## src/sv/zcd_pkg.sv

```systemverilog
// Shared types, constants and register codes for the zebra crossing detector.
`default_nettype none

package zcd_pkg;

	localparam int unsigned PIX_W = 8;
	localparam int unsigned COUNT_W = 8;
	localparam int unsigned FRAME_CNT_W = 6;
	localparam int unsigned PASS_W = 16;
	localparam int unsigned CFG_INDEX_W = 3;
	localparam int unsigned CFG_DATA_W = 8;

	localparam logic [PIX_W-1:0] LAST_COUNTED_COL = 8'd158;
	localparam logic [PIX_W-1:0] COL_FIRST = 8'd0;
	localparam logic [COUNT_W-1:0] COUNT_MAX = 8'hFF;

	// Signed bounds of the confirmation count, one bit wider than the counter.
	localparam logic signed [FRAME_CNT_W:0] CONFIRM_UP_LIMIT = 7'sd3;
	localparam logic signed [FRAME_CNT_W:0] CONFIRM_DOWN_LIMIT = -7'sd1;
	localparam logic [FRAME_CNT_W-1:0] ALARM_CNT_MAX = 6'd63;

	// Configuration register indexes.
	localparam logic [CFG_INDEX_W-1:0] CFG_PIXEL_THRESHOLD = 3'd0;
	localparam logic [CFG_INDEX_W-1:0] CFG_SCAN_TOP_ROW = 3'd1;
	localparam logic [CFG_INDEX_W-1:0] CFG_SCAN_FLOOR_ROW = 3'd2;
	localparam logic [CFG_INDEX_W-1:0] CFG_TRANSITION_TARGET = 3'd3;
	localparam logic [CFG_INDEX_W-1:0] CFG_HOLD_FRAMES = 3'd4;

	localparam logic [PIX_W-1:0] RST_PIXEL_THRESHOLD = 8'd128;
	localparam logic [PIX_W-1:0] RST_SCAN_TOP_ROW = 8'd110;
	localparam logic [PIX_W-1:0] RST_SCAN_FLOOR_ROW = 8'd80;
	localparam logic [COUNT_W-1:0] RST_TRANSITION_TARGET = 8'd10;
	localparam logic [FRAME_CNT_W-1:0] RST_HOLD_FRAMES = 6'd20;

	// Request codes on the input channel.
	localparam logic CMD_PIXEL = 1'b0;
	localparam logic CMD_END_FRAME = 1'b1;

	// Mode codes as shown on the result channel.
	localparam logic [1:0] MODE_IDLE = 2'd0;
	localparam logic [1:0] MODE_CONFIRM = 2'd1;
	localparam logic [1:0] MODE_ALARM = 2'd2;

	typedef enum logic [2:0] {
		ST_IDLE    = 3'b001,
		ST_CONFIRM = 3'b010,
		ST_ALARM   = 3'b100
	} conf_state_t;

	typedef struct packed {
		logic pix_en;
		logic eof_en;
	} step_t;

	typedef struct packed {
		logic [1:0]        mode;
		logic              buzzer;
		logic [PASS_W-1:0] pass_count;
		logic              seen;
	} status_t;

endpackage

`default_nettype wire

```

## src/sv/zcd_row_scan.sv

```systemverilog
// Row scan: brightness threshold, per-row transition count and frame hit latch.
`default_nettype none

module zcd_row_scan (
	input  wire logic                      clk,
	input  wire logic                      arst_n,
	input  wire zcd_pkg::step_t            step,
	input  wire logic [zcd_pkg::PIX_W-1:0] pixel,
	input  wire logic [zcd_pkg::PIX_W-1:0] row,
	input  wire logic [zcd_pkg::PIX_W-1:0] col,
	input  wire logic [zcd_pkg::PIX_W-1:0] pixel_threshold,
	input  wire logic [zcd_pkg::PIX_W-1:0] scan_top_row,
	input  wire logic [zcd_pkg::PIX_W-1:0] scan_floor_row,
	input  wire logic [zcd_pkg::COUNT_W-1:0] transition_target,
	output logic                           hit
);
	import zcd_pkg::*;

	logic               prev_bright_q;
	logic [COUNT_W-1:0] row_trans_q;
	logic               hit_q;

	logic               in_window;
	logic               bright;
	logic [COUNT_W-1:0] trans_next;

	assign in_window = (row <= scan_top_row) && (row > scan_floor_row)
		&& (col <= LAST_COUNTED_COL);
	assign bright = pixel > pixel_threshold;

	always_comb begin
		trans_next = row_trans_q;
		if (col == COL_FIRST) begin
			trans_next = '0;
		end else if (bright != prev_bright_q && row_trans_q != COUNT_MAX) begin
			trans_next = row_trans_q + 1'b1;
		end
	end

	always_ff @(posedge clk or negedge arst_n) begin
		if (!arst_n) begin
			prev_bright_q <= 1'b0;
			row_trans_q   <= '0;
			hit_q         <= 1'b0;
		end else if (step.eof_en) begin
			prev_bright_q <= 1'b0;
			row_trans_q   <= '0;
			hit_q         <= 1'b0;
		end else if (step.pix_en && in_window) begin
			prev_bright_q <= bright;
			row_trans_q   <= trans_next;
			// check the row at its last counted column
			if (col == LAST_COUNTED_COL && trans_next > transition_target) begin
				hit_q <= 1'b1;
			end
		end
	end

	assign hit = hit_q;

endmodule

`default_nettype wire

```

## src/sv/zcd_confirm.sv

```systemverilog
// Confirmation state machine run once per frame: idle, confirming, alarm.
`default_nettype none

module zcd_confirm (
	input  wire logic                            clk,
	input  wire logic                            arst_n,
	input  wire zcd_pkg::step_t                  step,
	input  wire logic                            hit,
	input  wire logic                            blocked,
	input  wire logic [zcd_pkg::FRAME_CNT_W-1:0] hold_frames,
	output zcd_pkg::status_t                     status_next
);
	import zcd_pkg::*;

	conf_state_t             state_q, state_d;
	logic [FRAME_CNT_W-1:0]  frame_cnt_q, frame_cnt_d;
	logic [PASS_W-1:0]       pass_q, pass_d;
	logic                    seen_q, seen_d;
	logic                    buzzer_q, buzzer_d;

	logic signed [FRAME_CNT_W:0] conf_cnt;
	logic [FRAME_CNT_W-1:0]      alarm_cnt;

	assign conf_cnt = $signed({frame_cnt_q[FRAME_CNT_W-1], frame_cnt_q})
		+ (hit ? 7'sd1 : -7'sd1);
	// alarm count is unsigned and saturates
	assign alarm_cnt = (frame_cnt_q < ALARM_CNT_MAX) ? frame_cnt_q + 1'b1 : frame_cnt_q;

	always_comb begin
		state_d     = state_q;
		frame_cnt_d = frame_cnt_q;
		pass_d      = pass_q;
		seen_d      = seen_q;
		buzzer_d    = buzzer_q;
		unique case (state_q)
			ST_IDLE: begin
				if (!blocked && hit) begin
					seen_d  = 1'b1;
					state_d = ST_CONFIRM;
				end
			end
			ST_CONFIRM: begin
				if (hit) begin
					seen_d = 1'b1;
				end
				if (conf_cnt > CONFIRM_UP_LIMIT) begin
					frame_cnt_d = '0;
					state_d     = ST_ALARM;
					buzzer_d    = 1'b1;
				end else if (conf_cnt < CONFIRM_DOWN_LIMIT) begin
					frame_cnt_d = '0;
					state_d     = ST_IDLE;
				end else begin
					frame_cnt_d = conf_cnt[FRAME_CNT_W-1:0];
				end
			end
			ST_ALARM: begin
				if (hit) begin
					seen_d = 1'b1;
				end
				frame_cnt_d = alarm_cnt;
				if (!hit && alarm_cnt > hold_frames) begin
					buzzer_d    = 1'b0;
					frame_cnt_d = '0;
					pass_d      = pass_q + 1'b1;
					state_d     = ST_IDLE;
				end
			end
			default: begin
				state_d = ST_IDLE;
			end
		endcase
	end

	always_ff @(posedge clk or negedge arst_n) begin
		if (!arst_n) begin
			state_q     <= ST_IDLE;
			frame_cnt_q <= '0;
			pass_q      <= '0;
			seen_q      <= 1'b0;
			buzzer_q    <= 1'b0;
		end else if (step.eof_en) begin
			state_q     <= state_d;
			frame_cnt_q <= frame_cnt_d;
			pass_q      <= pass_d;
			seen_q      <= seen_d;
			buzzer_q    <= buzzer_d;
		end
	end

	always_comb begin
		unique case (state_d)
			ST_CONFIRM: status_next.mode = MODE_CONFIRM;
			ST_ALARM:   status_next.mode = MODE_ALARM;
			default:    status_next.mode = MODE_IDLE;
		endcase
		status_next.buzzer     = buzzer_d;
		status_next.pass_count = pass_d;
		status_next.seen       = seen_d;
	end

endmodule

`default_nettype wire

```

## src/sv/zebra_crossing_detector_unit.sv

```systemverilog
// Top level of the zebra crossing detector: request register, config, result register.
//
//   channel  handshake              payload
//   in       in_valid / in_ready    cmd, pixel, row, col, other_feature_active
//   out      out_valid / out_ready  frame_hit, mode, buzzer, pass_count, seen
//   cfg      cfg_valid / cfg_ready  cfg_index, cfg_data
//
// One request per cycle while no end-of-frame request stalls; a request is registered, then
// handled from the request register. A pixel request yields no result; an end-of-frame
// request sets out_valid when it leaves the request register. The result register decouples
// the sides: pixels keep flowing while a result waits, and only an end-of-frame request stalls
// behind an untaken result. Reset clears the scan state, the confirmation machine and all valid
// flags; cfg_ready is always high.
`default_nettype none

module zebra_crossing_detector_unit (
	input  wire logic                                clk,
	input  wire logic                                arst_n,
	input  wire logic                                in_valid,
	output logic                                     in_ready,
	input  wire logic                                cmd,
	input  wire logic [zcd_pkg::PIX_W-1:0]           pixel,
	input  wire logic [zcd_pkg::PIX_W-1:0]           row,
	input  wire logic [zcd_pkg::PIX_W-1:0]           col,
	input  wire logic                                other_feature_active,
	output logic                                     out_valid,
	input  wire logic                                out_ready,
	output logic                                     frame_hit,
	output logic [1:0]                               mode,
	output logic                                     buzzer,
	output logic [zcd_pkg::PASS_W-1:0]               pass_count,
	output logic                                     seen,
	input  wire logic                                cfg_valid,
	output logic                                     cfg_ready,
	input  wire logic [zcd_pkg::CFG_INDEX_W-1:0]     cfg_index,
	input  wire logic [zcd_pkg::CFG_DATA_W-1:0]      cfg_data
);
	import zcd_pkg::*;

	// configuration
	logic [PIX_W-1:0]       pixel_threshold_q;
	logic [PIX_W-1:0]       scan_top_row_q;
	logic [PIX_W-1:0]       scan_floor_row_q;
	logic [COUNT_W-1:0]     transition_target_q;
	logic [FRAME_CNT_W-1:0] hold_frames_q;

	// request register
	logic             valid_s1;
	logic             cmd_s1;
	logic [PIX_W-1:0] pixel_s1;
	logic [PIX_W-1:0] row_s1;
	logic [PIX_W-1:0] col_s1;
	logic             ofa_s1;

	// result register
	logic    out_valid_q;
	logic    frame_hit_q;
	status_t status_q;

	logic    advance;
	step_t   step;
	logic    hit;
	status_t status_next;

	assign cfg_ready = 1'b1;

	always_ff @(posedge clk or negedge arst_n) begin
		if (!arst_n) begin
			pixel_threshold_q   <= RST_PIXEL_THRESHOLD;
			scan_top_row_q      <= RST_SCAN_TOP_ROW;
			scan_floor_row_q    <= RST_SCAN_FLOOR_ROW;
			transition_target_q <= RST_TRANSITION_TARGET;
			hold_frames_q       <= RST_HOLD_FRAMES;
		end else if (cfg_valid) begin
			unique case (cfg_index)
				CFG_PIXEL_THRESHOLD:   pixel_threshold_q   <= cfg_data;
				CFG_SCAN_TOP_ROW:      scan_top_row_q      <= cfg_data;
				CFG_SCAN_FLOOR_ROW:    scan_floor_row_q    <= cfg_data;
				CFG_TRANSITION_TARGET: transition_target_q <= cfg_data;
				CFG_HOLD_FRAMES:       hold_frames_q       <= cfg_data[FRAME_CNT_W-1:0];
				default: ;
			endcase
		end
	end

	// an end-of-frame request waits until the result register is free
	assign advance  = valid_s1 && (cmd_s1 == CMD_PIXEL || !out_valid_q || out_ready);
	assign in_ready = !valid_s1 || advance;

	assign step.pix_en = advance && cmd_s1 == CMD_PIXEL;
	assign step.eof_en = advance && cmd_s1 == CMD_END_FRAME;

	always_ff @(posedge clk or negedge arst_n) begin
		if (!arst_n) begin
			valid_s1 <= 1'b0;
		end else if (in_ready) begin
			valid_s1 <= in_valid;
		end
	end

	always_ff @(posedge clk) begin
		if (in_ready && in_valid) begin
			cmd_s1   <= cmd;
			pixel_s1 <= pixel;
			row_s1   <= row;
			col_s1   <= col;
			ofa_s1   <= other_feature_active;
		end
	end

	zcd_row_scan u_row_scan (
		.clk               (clk),
		.arst_n            (arst_n),
		.step              (step),
		.pixel             (pixel_s1),
		.row               (row_s1),
		.col               (col_s1),
		.pixel_threshold   (pixel_threshold_q),
		.scan_top_row      (scan_top_row_q),
		.scan_floor_row    (scan_floor_row_q),
		.transition_target (transition_target_q),
		.hit               (hit)
	);

	zcd_confirm u_confirm (
		.clk         (clk),
		.arst_n      (arst_n),
		.step        (step),
		.hit         (hit),
		.blocked     (ofa_s1),
		.hold_frames (hold_frames_q),
		.status_next (status_next)
	);

	always_ff @(posedge clk or negedge arst_n) begin
		if (!arst_n) begin
			out_valid_q <= 1'b0;
		end else if (step.eof_en) begin
			out_valid_q <= 1'b1;
		end else if (out_ready) begin
			out_valid_q <= 1'b0;
		end
	end

	always_ff @(posedge clk) begin
		if (step.eof_en) begin
			frame_hit_q <= hit;
			status_q    <= status_next;
		end
	end

	assign out_valid  = out_valid_q;
	assign frame_hit  = frame_hit_q;
	assign mode       = status_q.mode;
	assign buzzer     = status_q.buzzer;
	assign pass_count = status_q.pass_count;
	assign seen       = status_q.seen;

endmodule

`default_nettype wire

```

## config.mk

```make
export PLATFORM = sky130hd
export DESIGN_NAME = zebra_crossing_detector_unit
export DESIGN_NICKNAME = d
export VERILOG_FILES = /design/src/sv/zcd_pkg.sv /design/src/sv/zcd_row_scan.sv /design/src/sv/zcd_confirm.sv /design/src/sv/zebra_crossing_detector_unit.sv
export SDC_FILE = /design/constraint.sdc
export NUM_CORES = 1
export LEC_CHECK = 0
export BUFFER_PORTS_ARGS = -buffer_cell sky130_fd_sc_hd__buf_2
export CAP_MARGIN = 20
export CELL_PAD_IN_SITES_DETAIL_PLACEMENT = 1
export CELL_PAD_IN_SITES_GLOBAL_PLACEMENT = 2
export CORE_AREA = 2 2 165 167
export DETAILED_ROUTE_END_ITERATION = 6
export DIE_AREA = 0 0 167 169
export PLACE_DENSITY = 0.61
export SYNTH_ARGS = -nofsm -noshare
export SYNTH_HDL_FRONTEND = slang
export SYNTH_SLANG_ARGS = --single-unit
export TNS_END_PERCENT = 5
```

## constraint.sdc

```tcl
create_clock -name clk -period 4.6 [get_ports clk]
set_input_delay 0.23 -clock clk [delete_from_list [all_inputs] [get_ports clk]]
set_output_delay 0.23 -clock clk [all_outputs]
set_load 0.01 [all_outputs]
```

# Word-level counts from Yosys, hierarchy flattened
# Cells that the tools add are included.
# classes
shifts,0
n_mux,31
n_lt_le_gt_ge,9
mul,0
n_bitwise,1
eq_ne,12
addsub,4
n_reduce_logical,32
div,0
# op_table
cell,n
2-to-1 mux 16 bit,2
2-to-1 mux 8 bit,4
greater-than comparator 8 bit,3
2-to-1 mux 6 bit,4
adder 16 x 1 -> 16 bit (second input constant),1
AND reduction 2 bit,7
equality test 3 x 2 -> 1 bit (second input constant),4
2-to-1 mux 3 bit,4
one-hot mux 6 bit (2 select lines),1
logical AND 1 bit,11
2-to-1 mux 1 bit,11
equality test 3 bit (second input constant),3
one-hot mux 3 bit (3 select lines),1
adder 8 x 1 -> 8 bit (second input constant),1
equality test 8 bit (second input constant),1
<= comparator 8 bit,1
<= comparator 8 bit (second input constant),1
zero test 8 bit,1
inequality test 8 bit (second input constant),1
nonzero test 2 bit,4
adder 6 x 7 -> 7 bit,1
greater-than comparator 7 x 3 -> 1 bit (second input constant),1
less-than comparator 7 x 1 -> 1 bit (second input constant),1
2-to-1 mux 7 bit,1
12 further kinds,19
# totals
input_bits,42
ram_bits,0
reg_bits,124
rom_bits,0
n_memories,0
latchBits,0

# Depth between registers and ports, before layout
# Gate-level depths: netlist (run 1).
# depth
ltp_word,10
ltp_mapped,18
depth_no_buf,17

# Modules after synthesis
# A second synthesis (run 1) with hierarchy kept.
# unflattened
cells_unflattened,617
area_unflattened_um2,6835.3
# modules_own_cells
module,n_inst,cells_per_inst,area_per_inst_um2,seq_area_each_um2
zebra_crossing_detector_unit,1,144,2995.4,2427.3
zcd_confirm,1,251,2145.8,676.9
zcd_row_scan,1,222,1694.1,250.2

# Least setup slack after synthesis (run 1)
# No wires, ideal clock.
# synth_timing
path_kind,reg-to-reg
from,register pixel_threshold_q[7]
to,"register u_row_scan.hit_q, in the netlist u_row_scan.hit"
arrival_time_ps,3306
path_stages_with_launch,16
t_required_ps,4478
setup_time_ps,122
path_buffers,0
path_slack_ps,1173
cell_sequence,dfstp_2 inv_1 ha_1 nand4_1 a21o_1 a311o_1 a21boi_1 mux2i_1 nor2_1 ha_1 a21oi_1 o21ai_0 a21o_1 a21oi_1 o21ai_0 a32o_1
# synth_between
elab_chain_len,9
# synth_rtl
element,line_no,rtl
start: declaration,zebra_crossing_detector_unit.sv:41,logic [PIX_W-1:0] pixel_threshold_q;
start signal: assignment,zebra_crossing_detector_unit.sv:76,CFG_PIXEL_THRESHOLD: pixel_threshold_q <= cfg_data;
greater-than comparator 8 bit,zcd_row_scan.sv:29,assign bright = pixel > pixel_threshold;
inequality test 1 bit,zcd_row_scan.sv:35,end else if (bright != prev_bright_q && row_trans_q != COUNT_MAX) begin
logical AND 1 bit,zcd_row_scan.sv:35,
2-to-1 mux 8 bit,zcd_row_scan.sv:35,
2-to-1 mux 8 bit,zcd_row_scan.sv:33,if (col == COL_FIRST) begin
greater-than comparator 8 bit,zcd_row_scan.sv:53,if (col == LAST_COUNTED_COL && trans_next > transition_target) begin
logical AND 1 bit,zcd_row_scan.sv:53,
nonzero test 2 bit (no line),--,
AND reduction 2 bit (no line),--,
end signal: assignment,zcd_row_scan.sv:44,hit_q <= 1'b0;
end signal: assignment,zcd_row_scan.sv:48,hit_q <= 1'b0;
end signal: assignment,zcd_row_scan.sv:54,hit_q <= 1'b1;
end: declaration,zcd_row_scan.sv:21,logic hit_q;
# No other way between the ends.
# A chain may end at the register's enable or synchronous reset.

# Worst setup path in the final report (run 1)
# layout_timing
from,register u_confirm.frame_cnt_q[0]
to,register u_confirm.pass_q[1]
# layout_between
elab_chain_len,6
elab_cells_between_ends,7
cone_classes,add/sub: 1; order compare: 2; mux: 3; reduce/logical: 1
# layout_rtl
element,line_no,rtl
start: declaration,zcd_confirm.sv:16,"logic [FRAME_CNT_W-1:0] frame_cnt_q, frame_cnt_d;"
start signal: assignment,zcd_confirm.sv:84,frame_cnt_q <= frame_cnt_d;
adder 6 x 1 -> 6 bit / less-than comparator 6 bit (equally long branches),zcd_confirm.sv:27,assign alarm_cnt = (frame_cnt_q < ALARM_CNT_MAX) ? frame_cnt_q + 1'b1 : frame_cnt_q;
2-to-1 mux 6 bit *,zcd_confirm.sv:27,
greater-than comparator 6 bit *,zcd_confirm.sv:62,if (!hit && alarm_cnt > hold_frames) begin
logical AND 1 bit *,zcd_confirm.sv:62,
2-to-1 mux 16 bit *,zcd_confirm.sv:62,
2-to-1 mux 16 bit *,zcd_confirm.sv:35,unique case (state_q)
end signal: assignment,zcd_confirm.sv:85,pass_q <= pass_d;
end: declaration,zcd_confirm.sv:17,"logic [PASS_W-1:0] pass_q, pass_d;"
# Mark *: on every way between the ends. The rest lies on a longest branch, timed or not.

==> flow_summary.ini, run 1 <==
[logic_synthesis]
ys_ff_latch = 124
synth_fp_nets = 706
synth.largest_area_cell = dfrtp_1
syn_area_mm2 = 0.006524
yosysWarnings = 0
synth-edff-count = 47
async_flop_share_pct = 62.10
ys_seq_area_share_pct = 51.42
synth_top_area_share_pct = 24.55
synth_top_flop_cell = dfrtp_1
synth_area_leaders = dfrtp_1 (25%), edfxtp_1 (22%), ha_1 (9.0%)
synth_cell_types = 63
syn_area_per_cell_um2 = 10.59
synth_cells = 616

[global_route]
grt_pass1_vias = 5413
grt_pass1_wl_um = 27720
antenna_found_initial = 0
grt_max_degree = 47
gr-total-overflow = 0
grt_use_total_pct = 12.42

[clocking]
clock_sinks = 124
ctsRootBufferMaster = clkbuf_16
clk_pin_slew_ps = 60
cts_buffers = 17
cts_tree = done
cts_resized = 0
cts_buffer_depth = 2
post-cts-setup-buffers = 0
htreeDepth = 4
clk_latency_ps = 420

[detailed_routing]
drt_first_pass_iters = 5
totalWireLength_um = 16580
route.met2.wl_um = 7928
vias = 4932
drt-met1-wl_um = 7828
drt_iter0_markers = 150
routed.top_layer = met4
vias_per_cell = 4.588
drc = 0
drt-wirelength-per-cell_um = 15.43
ant_nets = 0
route.met3.wl_um = 552

[floorplan]
die_w_um = 167
initial_core_util_pct = 24.62
coreArea_mm2 = 0.02650
die_h_um = 169
die-area_mm2 = 0.02822
std_cell_rows = 60
io_pins = 66

[worst_setup_path]
worstReg2RegStart = u_confirm.frame_cnt_q[0]
crit_path_max_fanout = 10
crit_start = u_confirm.frame_cnt_q[0]
reg2reg_slack_ps = 580
worstPathArrival_ps = 4320
crit_type = flip-flop to flip-flop
required_ps = 4890
crit_path_start_kind = flip-flop
crit_path_end_kind = flip-flop

[finish]
final_cell_mix = nand2_1 (68), dfrtp_1 (64), buf_2 (63), ha_1 (47), edfxtp_1 (47)
finalNetCount = 811
antenna_cells = 0
syn_to_final_growth_pct = 24.97
instances_no_fill = 1075
final_util_pct = 30.76
layout-drive-gt1-share_pct = 20.16
layout_commonest_cell = nand2_1

[timing]
final.period_utilization_pct = 87.47
setup_violations = 0
drv_slew = 0
hold_violations = 0
slew_headroom_pct = 37.05
worstMarginPinSlew_ps = 937.0
max_freq_mhz = 248.5
finalSetupTns_ps = 0
skew_ps = 11.41
grt_setup_unrepaired = false
finalCriticalPeriod_ps = 4023

[placement]
gp_congestion = 0.7702
port_buffers = 64
hpwl_um = 12290
dp_cells = 1016

[pwr]
p_leak_nw = 3.493
total_power_w = 0.003562
peakVddDrop_mv = 0.1749
powerDensity_mw_per_mm2 = 436.9

[min_path]
min_from = in_valid
hp-class = input pin to flip-flop

[status]
status = completed

[job]
cap_violations = 0
==> layout make-up <==
| type | instances | area [um2] |
|---|---|---|
| tap | 341 | 426.7 |
| multi-input combinational | 432 | 2952 |
| timing repair buffer | 101 | 668.1 |
| clock buffer | 18 | 439.2 |
| fill | 2973 | 18350 |
| sequential | 124 | 3354 |
| clock inverter | 14 | 143.9 |
| inverter | 45 | 168.9 |
==> kinds of logic after synthesis <==
family / share of synthesized area (%)
AND/OR/NAND/NOR: 15.96
flip-flops: 51.42
AO/OA/AOI/OAI: 11.60
buffers and inverters: 3.625
adder cells (fa/ha/maj): 9.321
XOR/XNOR: 5.102
multiplexers: 2.915
other: 0.05748
==> per-layer routing <==
layer  global-route usage, %  up-vias
li1                        -     2408
met1                   15.63     2422
met2                   21.06       83
met3                   2.969       19
met4                   4.010        0
met5                       0        -
==> through the flow <==
step / hold WS (ps) / instance area [um2] / setup slack, ps
global placement: 221.7 / 7300 / 757.7
floorplan: -65.59 / 6524 / 1173
detailed placement: 232.2 / 7300 / 567.3
finish: 26.49 / 8153 / 576.6
CTS: 11.11 / 8153 / 548.6
global route: 12.75 / 8153 / 105.0
==> power breakdown <==
part / internal, W / switching, W
Combinational: 0.000368 / 0.000472
Clock: 0.000811 / 0.000524
Sequential: 0.00130 / 0.0000915
Total: 0.00248 / 0.00109
==> timing repair <==
action	CTS	global route
setup endpoints to repair	0	0
hold buffers	27	0
hold endpoints to repair	56	0
==> cells in the mapped netlist, drive strengths merged, types with 8 or more instances <==
| cell type | n |
|---|---|
| a21oi | 27 |
| a31oi | 13 |
| and3 | 12 |
| clkbuf | 13 |
| dfrtp | 64 |
| dfstp | 13 |
| edfxtp | 47 |
| ha | 47 |
| inv | 44 |
| mux2 | 16 |
| nand2 | 68 |
| nand2b | 8 |
| nand3 | 21 |
| nand4 | 13 |
| nor2 | 39 |
| nor2b | 8 |
| nor3 | 9 |
| o21ai | 46 |
| xnor2 | 23 |
| xor2 | 15 |
==> critical path, stage by stage, from the launching register on <==
cell	delay, ps
dfrtp_1	560
ha_1	260
and2_1	200
nand4_1	270
nand3_1	160
o21ai_0	130
inv_1	90
ha_1	230
and4_1	190
a31o_2	240
a31oi_1	480
nand2_1	330
nor2_1	380
mux2_2	380
==> path summary, 6_finish.rpt <==
kind / endpoint / cells after the start
hold reg to reg: u_confirm.pass_q[15] / 1
hold / removal: valid_s1 / 2
setup reg to reg: u_confirm.pass_q[1] / 13
setup / recovery: u_confirm.pass_q[1] / 13
max in group asynchronous: u_confirm.frame_cnt_q[1] / 3
min in group asynchronous: u_row_scan.row_trans_q[7] / 2
No activity file was read; power rests on OpenSTA's default activity.
==> run 2: changes to the inputs <==
CORE_AREA = 2 2 169 171   (was 2 2 165 167)
DIE_AREA = 0 0 171 173   (was 0 0 167 169)
GPL_TIMING_DRIVEN = 0   (was not set)
PLACE_DENSITY = 0.6   (was 0.61)
SYNTH_HIERARCHICAL = 1   (was not set)
==> run 2 against run 1 <==
Die area up 4.8%; first-iteration DRC count rose by 44%; worst setup slack improved by 300 ps; critical path type unchanged.
==> flow_summary.ini, run 2 <==
[detailed_routing]
vias = 5039
drt_iter0_markers = 216
drt-wirelength-per-cell_um = 15.59
drt_first_pass_iters = 5
vias_per_cell = 4.499
drc = 0
totalWireLength_um = 17460
ant_nets = 0

[min_path]
hold_end = ofa_s1
min_path_cells = 1
min_from = other_feature_active
hp-class = input pin to flip-flop

[worst_setup_path]
required_ps = 4880
worstReg2RegStart = pixel_threshold_q[7]
worstPathArrival_ps = 4000
crit_type = flip-flop to flip-flop
crit_path_end_kind = flip-flop
worst_r2r_path_depth = 15
crit_path_start_kind = flip-flop
reg2reg_slack_ps = 880
r2r-end = u_row_scan/hit
crit_path_max_fanout = 10

[pwr]
peakVddDrop_mv = 0.2117
powerDensity_mw_per_mm2 = 488.6
p_leak_nw = 3.589

[global_route]
grt_pass1_vias = 5686
grt_max_degree = 56
grt_use_total_pct = 12.55
gr-total-overflow = 0
antenna_found_initial = 0
grt_pass1_wl_um = 29390

[timing]
drv_slew = 0
final.period_utilization_pct = 80.97
hold_violations = 0
grt_setup_unrepaired = false
skew_ps = 8.748
max_freq_mhz = 268.5
setup_violations = 0
finalSetupTns_ps = 0
worstMarginPinSlew_ps = 852.2
slew_headroom_pct = 42.94
finalCriticalPeriod_ps = 3725

[job]
cap_violations = 0

[logic_synthesis]
ys_ff_latch = 124
syn_area_mm2 = 0.006835
async_flop_share_pct = 62.10
synth.largest_area_cell = dfrtp_1
synth-edff-count = 47
synth_cells = 617
synth_area_leaders = dfrtp_1 (23%), edfxtp_1 (21%), ha_1 (8.6%)
synth_top_flop_cell = dfrtp_1
synth_top_area_share_pct = 23.43
yosysWarnings = 6
syn_area_per_cell_um2 = 11.08
ys_seq_area_share_pct = 49.08
synth_most_common_cell = dfrtp_1
synth_commonest_cells = dfrtp_1 (64), inv_1 (51), edfxtp_1 (47), ha_1 (47), nand2_1 (41)
synth_cell_types = 73
synth_fp_nets = 707

[floorplan]
die_w_um = 171
die-area_mm2 = 0.02958
io_pins = 66
coreArea_mm2 = 0.02763
std_cell_rows = 61
die_h_um = 173
initial_core_util_pct = 24.74

[placement]
gp_congestion = 0.8253
hpwl_um = 13170
port_buffers = 64

[status]
status = completed

[clocking]
cts_tree = done
cts_buffers = 17
clk_latency_ps = 420
cts_buffer_depth = 2
ctsRootBufferMaster = clkbuf_16
htreeDepth = 4
clock_sinks = 124
clk_pin_slew_ps = 60

[finish]
layout_commonest_cell = buf_2
syn_to_final_growth_pct = 25.50
finalNetCount = 819
layout-drive-gt1-share_pct = 24.12
fillCellCount = 3146
final_util_pct = 31.05
final_cell_mix = buf_2 (70), dfrtp_1 (64), inv_1 (51), edfxtp_1 (47), ha_1 (47)
antenna_cells = 0
-- run 2: critical path: stages (launching register included) --
cell and delay, ps:
dfstp_2 540, inv_1 50, ha_1 310, nand4_1 210, o21ai_0 460, a21oi_1 220, or2_1 270, buf_6 140
a41o_1 260, a21oi_1 230, ha_1 300, a21o_1 170, a21oi_1 150, o21ai_0 120, nand3_1 100, o21ai_1 70
-- run 2: power breakdown --
group	internal [W]	total [W]	switching (W)
clock	0.000863	0.00140	0.000536
sequential	0.00135	0.00149	0.000146
combinational	0.000581	0.00130	0.000718
total	0.00279	0.00419	0.00140
-- run 2: how the worst max path moves through the flow --
| stage | startpoint | to | slack [ps] | cells past startpoint |
|---|---|---|---|---|
| 2_1_floorplan | pixel_threshold_q[7] | u_row_scan/hit | 1550 | 17 |
| 5_1_grt | pixel_threshold_q[7] | u_row_scan/hit | 610 | 17 |
| 6_report | pixel_threshold_q[7] | u_row_scan/hit | 880 | 15 |
| 3_3_place_gp | cmd_s1 | u_confirm/frame_cnt_q[0] | 110 | 6 |
| 3_5_place_dp | pixel_threshold_q[7] | u_row_scan/hit | 940 | 15 |
| 4_1_cts | pixel_threshold_q[7] | u_row_scan/hit | 900 | 15 |
-- run 2: area by class of cell --
| cell class | count | area [um2] | area share (%) |
|---|---|---|---|
| Timing Repair Buffer | 93 | 645.6 | 7.526 |
| Multi-Input combinational cell | 419 | 3172 | 36.97 |
| Clock buffer | 17 | 425.4 | 4.959 |
| Inverter | 52 | 195.2 | 2.275 |
| Tap cell | 378 | 473.0 | 5.513 |
| Sequential cell | 124 | 3354 | 39.10 |
| Buffer | 22 | 125.1 | 1.459 |
| Clock inverter | 15 | 187.7 | 2.188 |
-- run 2: cells by family (layout without fill, tap and decap cells) --
| logic type | Yosys count | count (layout) | share of synthesized area, % |
|---|---|---|---|
| simple gates | 194 | 194 | 15.96 |
| fa+ha+maj | 48 | 48 | 8.896 |
| buf+inv | 74 | 199 | 4.686 |
| flops | 124 | 124 | 49.08 |
| xor+xnor | 38 | 38 | 4.869 |
| mux | 41 | 41 | 6.718 |
| other cells | 1 | 1 | 0.05486 |
| compound gates | 97 | 97 | 9.738 |
-- run 2: repair_timing --
item / 4_1_cts / 5_1_grt
endpoints found under the hold margin: 47 / 0
hold buffers: 26 / 0
resized for setup: 0 / 0
buffers inserted: 0 / 0
-- run 2: per-layer routing --
metal  vias up  routed length [um]  track usage, %
met5         -                   0               0
met4         0                 254           4.167
met3        18                 287           2.014
met2        43                8894           21.89
met1      2532                8020           15.67
li1       2446                   -               -
-- run 2: through the flow --
step | hold WS, ps | power, W | cells | cell area [um2] | setup slack, ps
after global routing | 3.345 | 0.004483 | 1120 | 8578 | 609.0
after CTS | 2.597 | 0.004247 | 1120 | 8578 | 899.2
final | 12.45 | 0.004191 | 1120 | 8578 | 875.4
after detailed placement | 186.9 | 0.002795 | 1062 | 7705 | 937.8
after global placement | 406.5 | 0.002701 | 1059 | 7629 | 106.1
after floorplan | -65.59 | 0.002413 | 617 | 6835 | 1548
==> run 3: changes to the inputs <==
PLACE_DENSITY = 0.62   (was 0.6)
clock period = 3.3 ns   (was 4.6 ns; I/O delays follow)
==> run 3 against run 2 <==
The flow now finishes with violations (negative setup slack); count of clock-buffer cells in the layout rose by 2; sequential power grew 40%; power up 46%; combinational power grew 45%; wire length up 1.2%.
==> flow_summary.ini, run 3 (synthesis gave the netlist of run 2 again) <==
[status]
status = complete, but fails checks
violations = negative setup slack

[timing]
finalSetupTns_ps = -13.57
max_freq_mhz = 301.8
setup_slack_ps = -13.57
final.period_utilization_pct = 100.4
setup_violations = 1
skew_ps = 9.092
drv_slew = 0
grt_setup_unrepaired = true
hold_violations = 0
finalCriticalPeriod_ps = 3314
worstMarginPinSlew_ps = 802.6
slew_headroom_pct = 46.26

[detailed_routing]
vias_per_cell = 4.508
drt-wirelength-per-cell_um = 15.65
drc = 0
drt_iter0_markers = 175
ant_nets = 0
totalWireLength_um = 17670
vias = 5089
drt_first_pass_iters = 4

[finish]
antenna_cells = 0
layout-drive-gt1-share_pct = 26.50
syn_to_final_growth_pct = 28.59
finalNetCount = 828
layout_commonest_cell = buf_2
final_cell_mix = buf_2 (69), dfrtp_1 (64), inv_1 (51), edfxtp_1 (47), ha_1 (46)

[floorplan]
initial_core_util_pct = 24.74
die_h_um = 173
die_w_um = 171
die-area_mm2 = 0.02958
io_pins = 66
coreArea_mm2 = 0.02763
std_cell_rows = 61

[clocking]
cts_tree = done
cts_buffer_depth = 2
clk_latency_ps = 410
clock_sinks = 124
clk_pin_slew_ps = 60
htreeDepth = 4
ctsRootBufferMaster = clkbuf_16
cts_buffers = 17

[worst_setup_path]
crit_path_end_kind = flip-flop
crit_type = flip-flop to flip-flop
crit_path_max_fanout = 4
worstPathArrival_ps = 3590
crit_path_start_kind = flip-flop
required_ps = 3580

[placement]
port_buffers = 64
hpwl_um = 13010
pre_cts_slack_ps = -340.1
gp_congestion = 0.8175

[pwr]
intPower_w = 0.004137
p_clk_share_pct = 34.8
peakVddDrop_mv = 0.3435
powerDensity_mw_per_mm2 = 694.6
p_leak_nw = 3.664
seqPwrFrac_pct = 34.2
switching_share_pct = 32.23
pwr-share-comb_pct = 31.0
p_sw_w = 0.001968

[global_route]
antenna_found_initial = 0
grt_use_total_pct = 12.48
grt_max_degree = 54
gr-total-overflow = 0
grt_pass1_wl_um = 29480
grt_pass1_vias = 5577

[min_path]
hp-class = input pin to flip-flop

[job]
cap_violations = 0
[run 3: metrics by stage]
step	instances	total power [W]	hold slack, ps	instance area, um2	utilization, %
floorplan	617	0.003364	-130.6	6835	-
detailed placement	1062	0.003894	125.0	7717	27.93
global placement	1059	0.003765	341.1	7629	27.61
global route	1129	0.006512	65.52	8790	31.81
CTS	1129	0.006171	52.31	8762	31.71
finish	1129	0.006105	61.73	8790	31.81
[run 3: power groups by stage]
| stage | Sequential, W | Clock, W | Combinational, W |
|---|---|---|---|
| 4_1_cts | 0.00209 | 0.00218 | 0.00190 |
| 6_report | 0.00209 | 0.00212 | 0.00189 |
| 3_3_place_gp | 0.00210 | 0 | 0.00167 |
| 5_1_grt | 0.00213 | 0.00223 | 0.00215 |
| 2_1_floorplan | 0.00206 | 0 | 0.00131 |
| 3_5_place_dp | 0.00212 | 0 | 0.00178 |
[run 3: area by class of cell]
cell class                      count  area (um2)
Fill cell                        3121       18840
Sequential cell                   124        3354
Multi-Input combinational cell    419        3239
Timing Repair Buffer              102       733.2
Tap cell                          378       473.0
Clock buffer                       19       452.9
Clock inverter                     13       214.0
Inverter                           52       195.2
Buffer                             22       127.6
[run 3: timing repair]
action                     4_1_cts  5_1_grt
hold endpoints to repair        52        0
setup buffers                    6        0
setup endpoints to repair        1       23
pin swaps                       14        1
hold buffers                    29        0
gates resized for setup         12        6
[run 3: final timing paths]
kind | slack (ps) | endpoint | cells past startpoint | startpoint
max | -10 | u_row_scan/hit | 17 | pixel_threshold_q[7]
min | 60 | pixel_threshold_q[7] | 2 | cfg_data[7]
max reg2reg | -10 | u_row_scan/hit | 17 | pixel_threshold_q[7]
min reg2reg | 490 | u_confirm/seen_q | 1 | u_confirm/seen_q
max in group asynchronous | 2410 | scan_top_row_q[5] | 3 | arst_n
min in group asynchronous | 220 | u_confirm/pass_q[15] | 2 | arst_n
[run 3: metal layers]
metal | GRT usage (%) | wire length, um
met5 | 0 | 0
met4 | 3.955 | 222
met3 | 2.014 | 324
met2 | 21.27 | 8987
met1 | 16.08 | 8132
[run 3: critical path, cell delays in order (launching register included)]
cell and delay (ps):
dfstp_2 530, inv_1 60, ha_4 270, nand4_1 200
a211o_1 350, and3_4 220, o21ba_4 210, buf_6 120
mux2i_1 150, nor2_1 60, ha_1 330, nor2b_1 140
o21ai_1 110, nand2b_1 80, a21oi_2 120, o21ai_1 60
nand3_1 100, o21ai_1 70
